==> src/rtl/drs_pkg.sv <==
`default_nettype none
package drs_pkg;

  // Field widths of the request and result items.
  localparam int ID_BITS    = 10;
  localparam int TRACK_BITS = 16;

  // Policy codes of the policy register; unused codes act as FIFO.
  localparam logic [2:0] POL_FIFO  = 3'd0;
  localparam logic [2:0] POL_SSTF  = 3'd1;
  localparam logic [2:0] POL_LOOK  = 3'd2;
  localparam logic [2:0] POL_CLOOK = 3'd3;
  localparam logic [2:0] POL_FSCAN = 3'd4;

  typedef struct packed {
    logic                  req_type;
    logic [ID_BITS-1:0]    req_id;
    logic [TRACK_BITS-1:0] req_track;
    logic [TRACK_BITS-1:0] head_track;
    logic                  head_down;
  } req_t;

  typedef struct packed {
    logic                  accepted;
    logic                  found;
    logic [ID_BITS-1:0]    grant_id;
    logic [TRACK_BITS-1:0] grant_track;
    logic                  head_down_after;
  } res_t;

  typedef enum logic {
    OP_ADD    = 1'b0,
    OP_SELECT = 1'b1
  } op_t;

  // Classified command passed from the front queue to the engine.
  typedef struct packed {
    op_t                   op;
    logic [ID_BITS-1:0]    id;
    logic [TRACK_BITS-1:0] track;
    logic [TRACK_BITS-1:0] head;
    logic                  down;
  } cmd_t;

  typedef enum logic [2:0] {
    ST_IDLE,
    ST_ADD,
    ST_SCAN,
    ST_PICK,
    ST_HOLD
  } eng_state_t;

endpackage
`default_nettype wire

==> src/rtl/disk_request_scheduler.sv <==
`default_nettype none
// Disk request scheduler. Requests enter through a two-entry command queue and are
// served one at a time by a scheduling engine. An add runs ADD and HOLD; a select
// scans the request slots one per cycle via the single slot read port, then PICK and
// HOLD. Results wait in a one-entry output register, so the command queue keeps taking
// requests while a result is not yet popped. The user is to write the policy register
// through the configuration channel only while the block is idle; it is not enforced.
module disk_request_scheduler #(
  parameter int QUEUE_DEPTH = 16
) (
  input  wire logic          clk,
  input  wire logic          rst,
  input  wire logic          push,
  output logic               full,
  input  wire drs_pkg::req_t req,
  output logic               empty,
  input  wire logic          pop,
  output drs_pkg::res_t      res,
  input  wire logic          cfg_valid,
  output logic               cfg_ready,
  input  wire logic [2:0]    cfg_data
);
  import drs_pkg::*;

  logic [2:0] policy;
  logic       cmd_valid;
  logic       cmd_ready;
  cmd_t       cmd;
  logic       eng_valid;
  logic       eng_ready;
  res_t       eng_res;
  logic       out_valid;
  res_t       out_res;

  drs_front u_front (
    .clk       (clk),
    .rst       (rst),
    .push      (push),
    .full      (full),
    .req       (req),
    .cmd_valid (cmd_valid),
    .cmd_ready (cmd_ready),
    .cmd       (cmd)
  );

  drs_engine #(
    .QUEUE_DEPTH (QUEUE_DEPTH)
  ) u_engine (
    .clk       (clk),
    .rst       (rst),
    .policy    (policy),
    .cmd_valid (cmd_valid),
    .cmd_ready (cmd_ready),
    .cmd       (cmd),
    .res_valid (eng_valid),
    .res_ready (eng_ready),
    .res       (eng_res)
  );

  // Policy register.
  assign cfg_ready = 1'b1;
  always_ff @(posedge clk) begin
    if (rst) policy <= POL_FIFO;
    else if (cfg_valid && cfg_ready) policy <= cfg_data;
  end

  // Output register; a new result may enter in the cycle the old one is popped.
  assign eng_ready = !out_valid || pop;
  assign empty     = !out_valid;
  assign res       = out_res;

  always_ff @(posedge clk) begin
    if (rst) out_valid <= 1'b0;
    else if (eng_valid && eng_ready) out_valid <= 1'b1;
    else if (pop) out_valid <= 1'b0;
  end

  always_ff @(posedge clk) begin
    if (eng_valid && eng_ready) out_res <= eng_res;
  end

endmodule
`default_nettype wire

==> src/rtl/drs_front.sv <==
`default_nettype none
module drs_front (
  input  wire logic          clk,
  input  wire logic          rst,
  input  wire logic          push,
  output logic               full,
  input  wire drs_pkg::req_t req,
  output logic               cmd_valid,
  input  wire logic          cmd_ready,
  output drs_pkg::cmd_t      cmd
);
  import drs_pkg::*;

  cmd_t       slots [2];
  logic       wr_ptr;
  logic       rd_ptr;
  logic [1:0] count;
  cmd_t       cmd_in;
  logic       do_push;
  logic       do_pop;

  // Classify the incoming request into a command.
  always_comb begin
    cmd_in.op    = op_t'(req.req_type);
    cmd_in.id    = req.req_id;
    cmd_in.track = req.req_track;
    cmd_in.head  = req.head_track;
    cmd_in.down  = req.head_down;
  end

  assign full      = (count == 2'd2);
  assign cmd_valid = (count != 2'd0);
  assign cmd       = slots[rd_ptr];
  assign do_push   = push && !full;
  assign do_pop    = cmd_valid && cmd_ready;

  // Pointers and fill level of the two-entry queue.
  always_ff @(posedge clk) begin
    if (rst) begin
      wr_ptr <= 1'b0;
      rd_ptr <= 1'b0;
      count  <= 2'd0;
    end else begin
      if (do_push) wr_ptr <= ~wr_ptr;
      if (do_pop) rd_ptr <= ~rd_ptr;
      count <= count + {1'b0, do_push} - {1'b0, do_pop};
    end
  end

  // Queue storage.
  always_ff @(posedge clk) begin
    if (do_push) slots[wr_ptr] <= cmd_in;
  end

endmodule
`default_nettype wire

==> src/rtl/drs_engine.sv <==
`default_nettype none
module drs_engine #(
  parameter int QUEUE_DEPTH = 16
) (
  input  wire logic          clk,
  input  wire logic          rst,
  input  wire logic [2:0]    policy,
  input  wire logic          cmd_valid,
  output logic               cmd_ready,
  input  wire drs_pkg::cmd_t cmd,
  output logic               res_valid,
  input  wire logic          res_ready,
  output drs_pkg::res_t      res
);
  import drs_pkg::*;

  localparam int IDX_BITS = (QUEUE_DEPTH > 1) ? $clog2(QUEUE_DEPTH) : 1;
  localparam int CNT_BITS = $clog2(QUEUE_DEPTH + 1);
  localparam int NTRK     = 8;
  localparam int T_AGE    = 0;
  localparam int T_NEAR   = 1;
  localparam int T_DIR    = 2;
  localparam int T_LOW    = 3;
  localparam int T_FDIR0  = 4;
  localparam int T_FDIR1  = 5;
  localparam int T_FNEAR0 = 6;
  localparam int T_FNEAR1 = 7;

  typedef struct packed {
    logic                  hit;
    logic [TRACK_BITS-1:0] key;
    logic [IDX_BITS-1:0]   age;
    logic [IDX_BITS-1:0]   idx;
    logic [ID_BITS-1:0]    id;
    logic [TRACK_BITS-1:0] track;
  } trk_t;

  eng_state_t state, state_next;

  logic                  slot_valid [QUEUE_DEPTH];
  logic [ID_BITS-1:0]    slot_id    [QUEUE_DEPTH];
  logic [TRACK_BITS-1:0] slot_track [QUEUE_DEPTH];
  logic                  slot_set   [QUEUE_DEPTH];
  logic [IDX_BITS-1:0]   slot_age   [QUEUE_DEPTH];
  logic                  active_set;
  logic [CNT_BITS-1:0]   queue_count;

  cmd_t                  cmd_q;
  res_t                  res_q;
  logic [IDX_BITS-1:0]   scan_idx;
  logic                  scan_last;
  trk_t                  trk      [NTRK];
  trk_t                  trk_next [NTRK];

  // Fields of the slot under scan.
  logic                  cur_valid;
  logic [TRACK_BITS-1:0] cur_track;
  logic [IDX_BITS-1:0]   cur_age;
  logic                  cur_set;
  logic [ID_BITS-1:0]    cur_id;
  logic [TRACK_BITS-1:0] cur_dist;
  logic [TRACK_BITS-1:0] age_key;
  logic                  up_ok;
  logic                  dn_ok;
  logic                  dir_any_ok;
  logic                  dir_f_ok;

  // Add and pick decisions.
  logic                  q_full;
  logic [IDX_BITS-1:0]   free_idx;
  trk_t                  win;
  logic                  down_after;
  logic                  set_toggle;
  trk_t                  f_dir;
  trk_t                  f_near;
  logic                  f_set;

  // Replace a tracker when the candidate qualifies and beats it; ties go to the older entry.
  function automatic trk_t upd(trk_t t, logic ok, logic [TRACK_BITS-1:0] key,
                               logic [IDX_BITS-1:0] age, logic [IDX_BITS-1:0] idx,
                               logic [ID_BITS-1:0] id, logic [TRACK_BITS-1:0] track);
    trk_t r;
    r = t;
    if (ok && (!t.hit || key < t.key || (key == t.key && age < t.age))) begin
      r.hit   = 1'b1;
      r.key   = key;
      r.age   = age;
      r.idx   = idx;
      r.id    = id;
      r.track = track;
    end
    return r;
  endfunction

  assign cur_valid  = slot_valid[scan_idx];
  assign cur_track  = slot_track[scan_idx];
  assign cur_age    = slot_age[scan_idx];
  assign cur_set    = slot_set[scan_idx];
  assign cur_id     = slot_id[scan_idx];
  assign up_ok      = (cur_track >= cmd_q.head);
  assign dn_ok      = (cur_track <= cmd_q.head);
  assign cur_dist   = up_ok ? (cur_track - cmd_q.head) : (cmd_q.head - cur_track);
  assign age_key    = TRACK_BITS'(cur_age);
  assign dir_any_ok = (policy == POL_LOOK && cmd_q.down) ? dn_ok : up_ok;
  assign dir_f_ok   = cmd_q.down ? dn_ok : up_ok;
  assign scan_last  = (scan_idx == IDX_BITS'(QUEUE_DEPTH - 1));
  assign q_full     = (queue_count >= CNT_BITS'(QUEUE_DEPTH));

  // Fold the slot under scan into every tracker.
  always_comb begin
    trk_next[T_AGE]    = upd(trk[T_AGE], cur_valid, age_key, cur_age, scan_idx,
                             cur_id, cur_track);
    trk_next[T_NEAR]   = upd(trk[T_NEAR], cur_valid, cur_dist, cur_age, scan_idx,
                             cur_id, cur_track);
    trk_next[T_DIR]    = upd(trk[T_DIR], cur_valid && dir_any_ok, cur_dist, cur_age,
                             scan_idx, cur_id, cur_track);
    trk_next[T_LOW]    = upd(trk[T_LOW], cur_valid, cur_track, cur_age, scan_idx,
                             cur_id, cur_track);
    trk_next[T_FDIR0]  = upd(trk[T_FDIR0], cur_valid && !cur_set && dir_f_ok, cur_dist,
                             cur_age, scan_idx, cur_id, cur_track);
    trk_next[T_FDIR1]  = upd(trk[T_FDIR1], cur_valid && cur_set && dir_f_ok, cur_dist,
                             cur_age, scan_idx, cur_id, cur_track);
    trk_next[T_FNEAR0] = upd(trk[T_FNEAR0], cur_valid && !cur_set, cur_dist, cur_age,
                             scan_idx, cur_id, cur_track);
    trk_next[T_FNEAR1] = upd(trk[T_FNEAR1], cur_valid && cur_set, cur_dist, cur_age,
                             scan_idx, cur_id, cur_track);
  end

  // Lowest free slot for an add.
  always_comb begin
    free_idx = '0;
    for (int i = QUEUE_DEPTH - 1; i >= 0; i--) begin
      if (!slot_valid[i]) free_idx = IDX_BITS'(i);
    end
  end

  // Choose the winner from the trackers by policy.
  always_comb begin
    win        = trk[T_AGE];
    down_after = cmd_q.down;
    set_toggle = 1'b0;
    f_set      = active_set;
    f_dir      = trk[T_FDIR0];
    f_near     = trk[T_FNEAR0];
    unique case (policy)
      POL_SSTF: win = trk[T_NEAR];
      POL_LOOK: win = trk[T_DIR].hit ? trk[T_DIR] : trk[T_NEAR];
      POL_CLOOK: win = trk[T_DIR].hit ? trk[T_DIR] : trk[T_LOW];
      POL_FSCAN: begin
        if (!(active_set ? trk[T_FNEAR1].hit : trk[T_FNEAR0].hit)) begin
          set_toggle = 1'b1;
          f_set      = ~active_set;
        end
        f_dir  = f_set ? trk[T_FDIR1] : trk[T_FDIR0];
        f_near = f_set ? trk[T_FNEAR1] : trk[T_FNEAR0];
        if (f_dir.hit) begin
          win = f_dir;
        end else begin
          win = f_near;
          if (f_near.hit) down_after = ~cmd_q.down;
        end
      end
      default: win = trk[T_AGE];
    endcase
  end

  // Next state.
  always_comb begin
    state_next = state;
    unique case (state)
      ST_IDLE: if (cmd_valid) state_next = (cmd.op == OP_ADD) ? ST_ADD : ST_SCAN;
      ST_ADD:  state_next = ST_HOLD;
      ST_SCAN: if (scan_last) state_next = ST_PICK;
      ST_PICK: state_next = ST_HOLD;
      ST_HOLD: if (res_ready) state_next = ST_IDLE;
      default: state_next = ST_IDLE;
    endcase
  end

  // Handshake outputs.
  always_comb begin
    cmd_ready = (state == ST_IDLE);
    res_valid = (state == ST_HOLD);
  end

  assign res = res_q;

  always_ff @(posedge clk) begin
    if (rst) state <= ST_IDLE;
    else state <= state_next;
  end

  // Command latch, scan counter, trackers and result.
  always_ff @(posedge clk) begin
    if (state == ST_IDLE && cmd_valid) cmd_q <= cmd;
    if (state == ST_IDLE) begin
      scan_idx <= '0;
      for (int k = 0; k < NTRK; k++) trk[k].hit <= 1'b0;
    end else if (state == ST_SCAN) begin
      scan_idx <= scan_idx + IDX_BITS'(1);
      for (int k = 0; k < NTRK; k++) trk[k] <= trk_next[k];
    end
    if (state == ST_ADD) begin
      res_q.accepted        <= !q_full;
      res_q.found           <= 1'b0;
      res_q.grant_id        <= '0;
      res_q.grant_track     <= '0;
      res_q.head_down_after <= 1'b0;
    end else if (state == ST_PICK) begin
      res_q.accepted        <= 1'b1;
      res_q.found           <= win.hit;
      res_q.grant_id        <= win.hit ? win.id : '0;
      res_q.grant_track     <= win.hit ? win.track : '0;
      res_q.head_down_after <= down_after;
    end
  end

  // Queue control state: valid bits, fill count and active set.
  always_ff @(posedge clk) begin
    if (rst) begin
      for (int i = 0; i < QUEUE_DEPTH; i++) slot_valid[i] <= 1'b0;
      active_set  <= 1'b0;
      queue_count <= '0;
    end else if (state == ST_ADD && !q_full) begin
      slot_valid[free_idx] <= 1'b1;
      queue_count          <= queue_count + CNT_BITS'(1);
    end else if (state == ST_PICK) begin
      if (set_toggle) active_set <= ~active_set;
      if (win.hit) begin
        slot_valid[win.idx] <= 1'b0;
        queue_count         <= queue_count - CNT_BITS'(1);
      end
    end
  end

  // Slot payload and arrival ranks.
  always_ff @(posedge clk) begin
    if (state == ST_ADD && !q_full) begin
      slot_id[free_idx]    <= cmd_q.id;
      slot_track[free_idx] <= cmd_q.track;
      slot_set[free_idx]   <= ~active_set;
      slot_age[free_idx]   <= queue_count[IDX_BITS-1:0];
    end else if (state == ST_PICK && win.hit) begin
      for (int i = 0; i < QUEUE_DEPTH; i++) begin
        if (slot_valid[i] && slot_age[i] > win.age) slot_age[i] <= slot_age[i] - IDX_BITS'(1);
      end
    end
  end

endmodule
`default_nettype wire

==> config.mk <==
export PLATFORM = sky130hd
export DESIGN_NAME = disk_request_scheduler
export DESIGN_NICKNAME = d
export VERILOG_FILES = /design/src/rtl/drs_pkg.sv /design/src/rtl/disk_request_scheduler.sv /design/src/rtl/drs_front.sv /design/src/rtl/drs_engine.sv
export SDC_FILE = /design/constraint.sdc
export NUM_CORES = 1
export LEC_CHECK = 0
export BUFFER_PORTS_ARGS = -buffer_cell sky130_fd_sc_hd__buf_2
export CELL_PAD_IN_SITES_DETAIL_PLACEMENT = 0
export CELL_PAD_IN_SITES_GLOBAL_PLACEMENT = 2
export CORE_MARGIN = 3
export CORE_UTILIZATION = 30
export CTS_BUF_LIST = sky130_fd_sc_hd__clkbuf_16
export DETAILED_ROUTE_END_ITERATION = 12
export PLACE_DENSITY_LB_ADDON = 0.1
export SLEW_MARGIN = 20
export SYNTH_ARGS = -nofsm -noshare
export SYNTH_HDL_FRONTEND = slang
export SYNTH_SLANG_ARGS = --single-unit
==> constraint.sdc <==
create_clock -name clk -period 32.7 [get_ports clk]
set_input_delay 6.54 -clock clk [delete_from_list [all_inputs] [get_ports clk]]
set_output_delay 6.54 -clock clk [all_outputs]
set_load 0.02 [all_outputs]
; ---- Word level (Yosys, flattened, before mapping)
; Memory sizes are Yosys's and may differ from the RTL's. A register that Yosys moved wholly into a read port is not among the register bits.
; Cells that the tools add are included.
[classes]
order_cmp = 35
n_reduce_logical = 85
mux = 166
eq_ne = 21
bitwise_logic = 13
n_addsub = 23
[ops]
columns = operator, n
row1 = $mux 51, 13
row2 = $pmux 51 s4, 1
row3 = $mux 4, 30
row4 = $eq 16x16->1, 7
row5 = $lt 16x16->1, 7
row6 = $mux 1, 109
row7 = $gt 4x4->1, 16
row8 = $sub 4x1->4 const B, 16
row9 = $mux 29, 2
row10 = $logic_and 1x1->1, 43
row11 = $lt 4x4->1, 8
row12 = $mux 16, 2
row13 = $sub 16x16->16, 2
row14 = $logic_or 1x1->1, 17
row15 = $eq 4x16->1, 1
row16 = $ge 16x16->1, 1
row17 = $le 16x16->1, 1
row18 = $lt 4x16->1, 1
row19 = $mux 5, 3
row20 = $eq 3x2->1 const B, 4
row21 = $logic_not 1->1, 12
row22 = $pmux 3 s4, 1
row23 = $mux 10, 1
row24 = $reduce_bool 2->1, 5
row25 = 21 further kinds, 40
[word_totals]
in_bits = 52
mem_count = 7
reg_bits = 122
ramBits = 1008
word_cells = 373
[mem_list]
columns = memory, words, width, rd, rd_ports_with_merged_regs, wr, line_no
row1 = u_engine.trk, 8, 51, 8, 0, 8, drs_engine.sv:52  ; trk_t trk [NTRK];
row2 = u_engine.slot_track, 16, 16, 1, 1, 1, drs_engine.sv:42  ; logic [TRACK_BITS-1:0] slot_track [QUEUE_DEPTH];
row3 = u_engine.slot_id, 16, 10, 1, 1, 1, drs_engine.sv:41  ; logic [ID_BITS-1:0] slot_id [QUEUE_DEPTH];
row4 = u_front.slots, 2, 44, 1, 1, 1, drs_front.sv:14  ; cmd_t slots [2];
row5 = u_engine.slot_age, 16, 4, 17, 1, 16, drs_engine.sv:44  ; logic [IDX_BITS-1:0] slot_age [QUEUE_DEPTH];
row6 = u_engine.slot_set, 16, 1, 1, 1, 1, drs_engine.sv:43  ; logic slot_set [QUEUE_DEPTH];
row7 = +1 memories, n/a, n/a, n/a, n/a, n/a, n/a

; ---- Logic depth before layout (Yosys ltp)
; An unclocked memory read counts as a cell.
[depth]
depth_word = 19
depth_mapped = 25

; ---- By module
; A second synthesis with hierarchy kept.
[unflattened]
hier_cells = 3163
hier_area_um2 = 49232.2
[by_module_without_submodules]
columns = module, n_inst, area_per_inst_um2, cells_per_inst, seq_area_each_um2
row1 = drs_engine, 1, 44794.2, 2953, 28887.7
row2 = drs_front, 1, 3409.5, 164, 2742.6
row3 = disk_request_scheduler, 1, 1028.5, 46, 950.9

; ---- Worst setup path after synthesis
; No wires, ideal clock.
[synth_path]
path_type = register to register
start = reg (tool-made name)
end = mem u_engine.trk[0][204] (netlist bit) (enable)
n_path_buf = 6
synth_period_minus_slack_ps = 14506
stages_incl_launch_ff = 24
setup_time_ps = 727
path_slack_ps = 18194
arrival_ps = 13779
cell_sequence = dfxtp_1 buf_2 buf_2 buf_2 buf_2 mux4_2 mux4_2 ha_1 nand2_1 or3_4 or4_4 buf_6 o211ai_4 buf_12 o21ai_0 o21ai_1 xor2_1 ha_1 a21o_1 a21oi_1 a21oi_1 o311ai_0 a21oi_1 a2111oi_0
[synth_lines]
columns = element, line_no
row1 = end: declaration, drs_engine.sv:52

==> out/summary.md <==
- outcome: finished clean
- area of the core: 161100 um2
- initial cell density of the core: 0.3027
- clock insertion delay at the later pin of the skew report: 0.77 ns
- sum of negative setup slack: 0 ns
- number of enable-type register cells in the synthesized netlist: 1049
- CTS-repair resized insts: 0
- register area share after synthesis: 0.6680
- Worst Reg2Reg Path Length in Cells: 21
- fraction of synthesized area in multiplexers: 0.1004
- post-route clock period utilization: 0.2905
- tightest slew margin relative to the limit: 0.2678
- P&R area growth vs syn: 16.04%
- setup slack on the worst flop-to-flop path: 23.20 ns
- placed insts: 5322
- number of nets at the end of the flow: 3606
- number of buffers added on ports: 82
- leading register cell type out of synthesis: sky130_fd_sc_hd__edfxtp_1
- compound-gate portion of the synthesized area: 0.07606
- Clock Sink Count: 1103
- clk root buf: sky130_fd_sc_hd__clkbuf_16
- fraction of power spent switching nets: 0.3519
- worst setup path endpoint: u_engine.trk[0][341]$_DFFE_PP_
- first drt pass iteration count: 5
- initial detailed-routing violation count: 1831
- overall die width: 409.2 um
- TritonCTS clock tree: done
- Max Clock Skew: 0.04048 ns
- critical path cell sequence: buf_4 > buf_4 > mux4_2 > mux4_2 > inv_1 > ha_1 > nand4_2 > or3_4 > or4_4 > o211ai_4 > o21ai_0 > xnor2_1 > buf_4 > ha_1 > nand3_1 > a2111oi_0 > nand2_1 > or4b_1 > a41o_1 > nor2_4 > buf_4
- pin count of the biggest net entering global routing: 60
- final weighted congestion in routability-driven placement: 0.7925
- Netlist Area Pre-Place: 48780 um2
- CP endpoint kind: register
- simple-gate portion of the synthesized area: 0.05107
- Rows: 147
- register bit count reported by yosys: 1103
- area of the multi-input gates: 15160 um2
- post-cts hold buffer count: 0
- DRC errors left: 0
- vias in the first global route: 28747
- longest individual stage delay on the worst path: 0.81 ns
- Internal Dissipation: 3.378 mW
- share of post-route cells with drive strength above 1: 0.1784
- time the final worst path needs with I/O delays and setup: 9.498 ns
- P per Cell Area: 92.11 nW/um2
- Worst-Margin Slew: 1.087 ns
- number of vias per cell: 4.918
- global-route wire length before repair: 202000 um
- area of all sequential standard cells: 32590 um2
- Synth warnings: 0
- Most Frequent Cell on Critical Path: sky130_fd_sc_hd__buf_4
- part of the power in the clock network: 0.278
- RSZ-0062 raised after global routing: no
- number of distinct library cells after synthesis: 80
- number of antenna violations at the first check in global routing: 4
- worst min-delay path class: reg2reg
- number of failing hold endpoints at the final stage: 0
- critical register-to-register path endpoint: u_engine.trk[0][341]$_DFFE_PP_
- overall die area: 167500 um2
- maximum net fanout on the critical path: 41
- asr flop ratio synth: 0
- number of I/O pins: 84
- Fmax achieved: 105.3 MHz
- via count: 27365
- total of endpoints with negative setup slack in the final report: 0
- Worst Path Required: 33.07 ns
- total congestion overflow after global routing: 0
- power after layout: 5.213 mW
- final non-filler cell total: 5564
- net count of the mapped netlist: 3434
- overall die height: 409.2 um
- share of power burned in combinational logic: 0.333
- Fill cells: 15437
- IR drop worst, VDD: 0.05827 mV
- count of mapped cells out of synthesis: 3126
- number of pins exceeding their max-slew limit in the final report: 0
- Final Routed Wirelength: 139200 um
- category of the worst setup path launch point: register
- Lkg Pwr: 19.63 nW
- final antenna-violating net count: 0
- worst path arrival time: 9.87 ns
- critical-path cell with the highest stage delay: sky130_fd_sc_hd__buf_4
- final routed wire length divided by cell count: 25.02 um
- max-cap violations: 0
- largest family of logic cells by synthesized area: multiplexers
- share of the core filled with cells: 0.3513
- Num CTS Buffers: 134
- relative contribution of sequential cells to total power: 0.389
- area share of xor/xnor cells in the synthesized design: 0.01041
- adder-cell share of the synthesized area: 0.06613
- average instance area after synthesis: 15.60 um2
- power dissipated by switching net loads: 1.834 mW
- worst setup path class: reg2reg
- H-Tree Depth: 4
- clock transition at the registers of the reported paths: 0.06 ns
- buffer count from post-CTS setup fixing: 0
- maximum number of buffers from clock root to sink: 3
- overall fraction of global-route tracks in use: 0.1655
- HPWL reported at the end of detailed placement: 87080 um
[critical path, delay by kind of cell, from the launching register on]
family | cells | cell delay [ns]
simple gates | 7 | 2.58
buf+inv | 5 | 2.48
compound gates | 4 | 1.34
mux | 2 | 1.28
fa+ha+maj | 2 | 0.57
flops | 1 | 0.51
xor+xnor | 1 | 0.18
[stage by stage]
| step | hold WS (ns) | instance area (um2) | setup slack [ns] |
|---|---|---|---|
| after floorplan | 0.4003 | 48780 | 18.19 |
| final | 0.4227 | 56600 | 23.20 |
| after global routing | 0.4366 | 56590 | 22.58 |
| after CTS | 0.4252 | 56590 | 23.00 |
| after global placement | 0.4165 | 52250 | 23.21 |
| after detailed placement | 0.4133 | 52250 | 23.04 |
[layout by cell type (no fill, tap or decap), types with 68 or more instances in the layout]
cell,synthesis,final
sky130_fd_sc_hd__nor2b_1,68,68
sky130_fd_sc_hd__clkbuf_16,0,136
sky130_fd_sc_hd__mux4_2,157,157
sky130_fd_sc_hd__a21oi_1,69,69
sky130_fd_sc_hd__edfxtp_1,1049,1049
sky130_fd_sc_hd__inv_1,224,264
sky130_fd_sc_hd__a211oi_1,72,72
sky130_fd_sc_hd__buf_2,25,82
sky130_fd_sc_hd__buf_4,3,71
sky130_fd_sc_hd__nor2_1,96,76
sky130_fd_sc_hd__mux2i_1,81,81
sky130_fd_sc_hd__o21ai_0,177,176
sky130_fd_sc_hd__nand2_1,192,192
sky130_fd_sc_hd__ha_1,253,253
[how the worst min path moves through the flow]
stage                             startpoint                end  slack, ns  depth (start not counted)
6_report        u_engine.res[2]$_SDFFE_PN0P_   res[2]$_DFFE_PP_       0.42                          0
5_1_grt        u_engine.res[27]$_SDFFE_PN0P_  res[27]$_DFFE_PP_       0.44                          0
3_5_place_dp      u_engine.res[28]$_DFFE_PP_  res[28]$_DFFE_PP_       0.41                          0
4_1_cts         u_engine.res[2]$_SDFFE_PN0P_   res[2]$_DFFE_PP_       0.43                          0
3_3_place_gp      u_engine.res[28]$_DFFE_PP_  res[28]$_DFFE_PP_       0.42                          0
2_1_floorplan     u_engine.res[28]$_DFFE_PP_  res[28]$_DFFE_PP_       0.40                          0
[layer usage]
| layer | routed length, um | up-vias | track usage |
|---|---|---|---|
| met3 | 5714 | 180 | 0.03036 |
| met4 | 3481 | 2 | 0.04585 |
| met5 | 12 | - | 0 |
| met2 | 66710 | 540 | 0.2749 |
| met1 | 63280 | 14132 | 0.2221 |
| li1 | - | 12511 | - |
[area by class of cell]
type,instances,area share
inverter,225,0.01492
timing repair buffer,153,0.01667
sequential,1103,0.5759
tap,2160,0.04775
multi-input combinational,1681,0.2679
antenna,1,0.00004421
clock buffer,136,0.06013
clock inverter,105,0.01669
[Yosys cell counts, types with 4 or more instances]
| library cell | n | area (um2) |
|---|---|---|
| sky130_fd_sc_hd__edfxtp_1 | 1049 | 31500 |
| sky130_fd_sc_hd__ha_1 | 253 | 3166 |
| sky130_fd_sc_hd__inv_1 | 224 | 840.8 |
| sky130_fd_sc_hd__nand2_1 | 192 | 720.7 |
| sky130_fd_sc_hd__o21ai_0 | 177 | 885.9 |
| sky130_fd_sc_hd__mux4_2 | 157 | 3536 |
| sky130_fd_sc_hd__nor2_1 | 96 | 360.4 |
| sky130_fd_sc_hd__mux2i_1 | 81 | 810.8 |
| sky130_fd_sc_hd__a211oi_1 | 72 | 540.5 |
| sky130_fd_sc_hd__clkbuf_1 | 72 | 270.3 |
| sky130_fd_sc_hd__a21oi_1 | 69 | 345.3 |
| sky130_fd_sc_hd__nor2b_1 | 68 | 425.4 |
| sky130_fd_sc_hd__dfxtp_1 | 54 | 1081 |
| sky130_fd_sc_hd__mux2_2 | 49 | 551.8 |
| sky130_fd_sc_hd__xnor2_1 | 47 | 411.6 |
| sky130_fd_sc_hd__nand4_1 | 44 | 275.3 |
| sky130_fd_sc_hd__o21a_1 | 43 | 322.8 |
| sky130_fd_sc_hd__a21o_1 | 36 | 270.3 |
| sky130_fd_sc_hd__nor3_1 | 35 | 175.2 |
| sky130_fd_sc_hd__a22oi_1 | 32 | 240.2 |
| sky130_fd_sc_hd__nand3_1 | 31 | 155.2 |
| sky130_fd_sc_hd__buf_2 | 25 | 125.1 |
| sky130_fd_sc_hd__o2111ai_1 | 20 | 175.2 |
| sky130_fd_sc_hd__o21bai_1 | 18 | 135.1 |
| sky130_fd_sc_hd__o211ai_1 | 16 | 120.1 |
| sky130_fd_sc_hd__a31oi_1 | 14 | 87.58 |
| sky130_fd_sc_hd__buf_1 | 14 | 52.55 |
| sky130_fd_sc_hd__nand2b_1 | 13 | 81.33 |
| sky130_fd_sc_hd__xor2_1 | 11 | 96.34 |
| sky130_fd_sc_hd__or2_2 | 8 | 50.05 |
| sky130_fd_sc_hd__a2111oi_0 | 7 | 61.31 |
| sky130_fd_sc_hd__a221oi_1 | 7 | 61.31 |
| sky130_fd_sc_hd__nand3b_1 | 5 | 37.54 |
| sky130_fd_sc_hd__nor3b_1 | 5 | 37.54 |
| sky130_fd_sc_hd__a21boi_0 | 4 | 30.03 |
| sky130_fd_sc_hd__a22o_1 | 4 | 35.03 |
| sky130_fd_sc_hd__and3_1 | 4 | 25.02 |
[kinds of logic after synthesis]
kind of cell	Yosys count
and+or+nand+nor	518
adders and majority gates	256
xor gates and xnor gates	58
muxes	287
AOI/OAI and AO/OA	561
DFF	1103
buffers and inverters	342
other	1
[sequential cells by signal (all words and copies together) (netlist names), 29 cells and up, named ones only]
register	cells
res	29
u_engine.cmd_q	43
u_engine.res	29
u_engine.slot_age	64
u_engine.slot_id	160
u_engine.slot_track	256
u_engine.trk	376
u_front.slots	88
[power by group through the flow]
stage	Sequential (mW)	Combinational (mW)	Clock (mW)
2_1_floorplan	2.00	1.13	0
3_3_place_gp	2.05	1.74	0
3_5_place_dp	2.06	1.78	0
4_1_cts	2.03	1.78	1.50
5_1_grt	2.05	1.96	1.56
6_report	2.03	1.74	1.45
No activity file was read; power rests on OpenSTA's default activity.
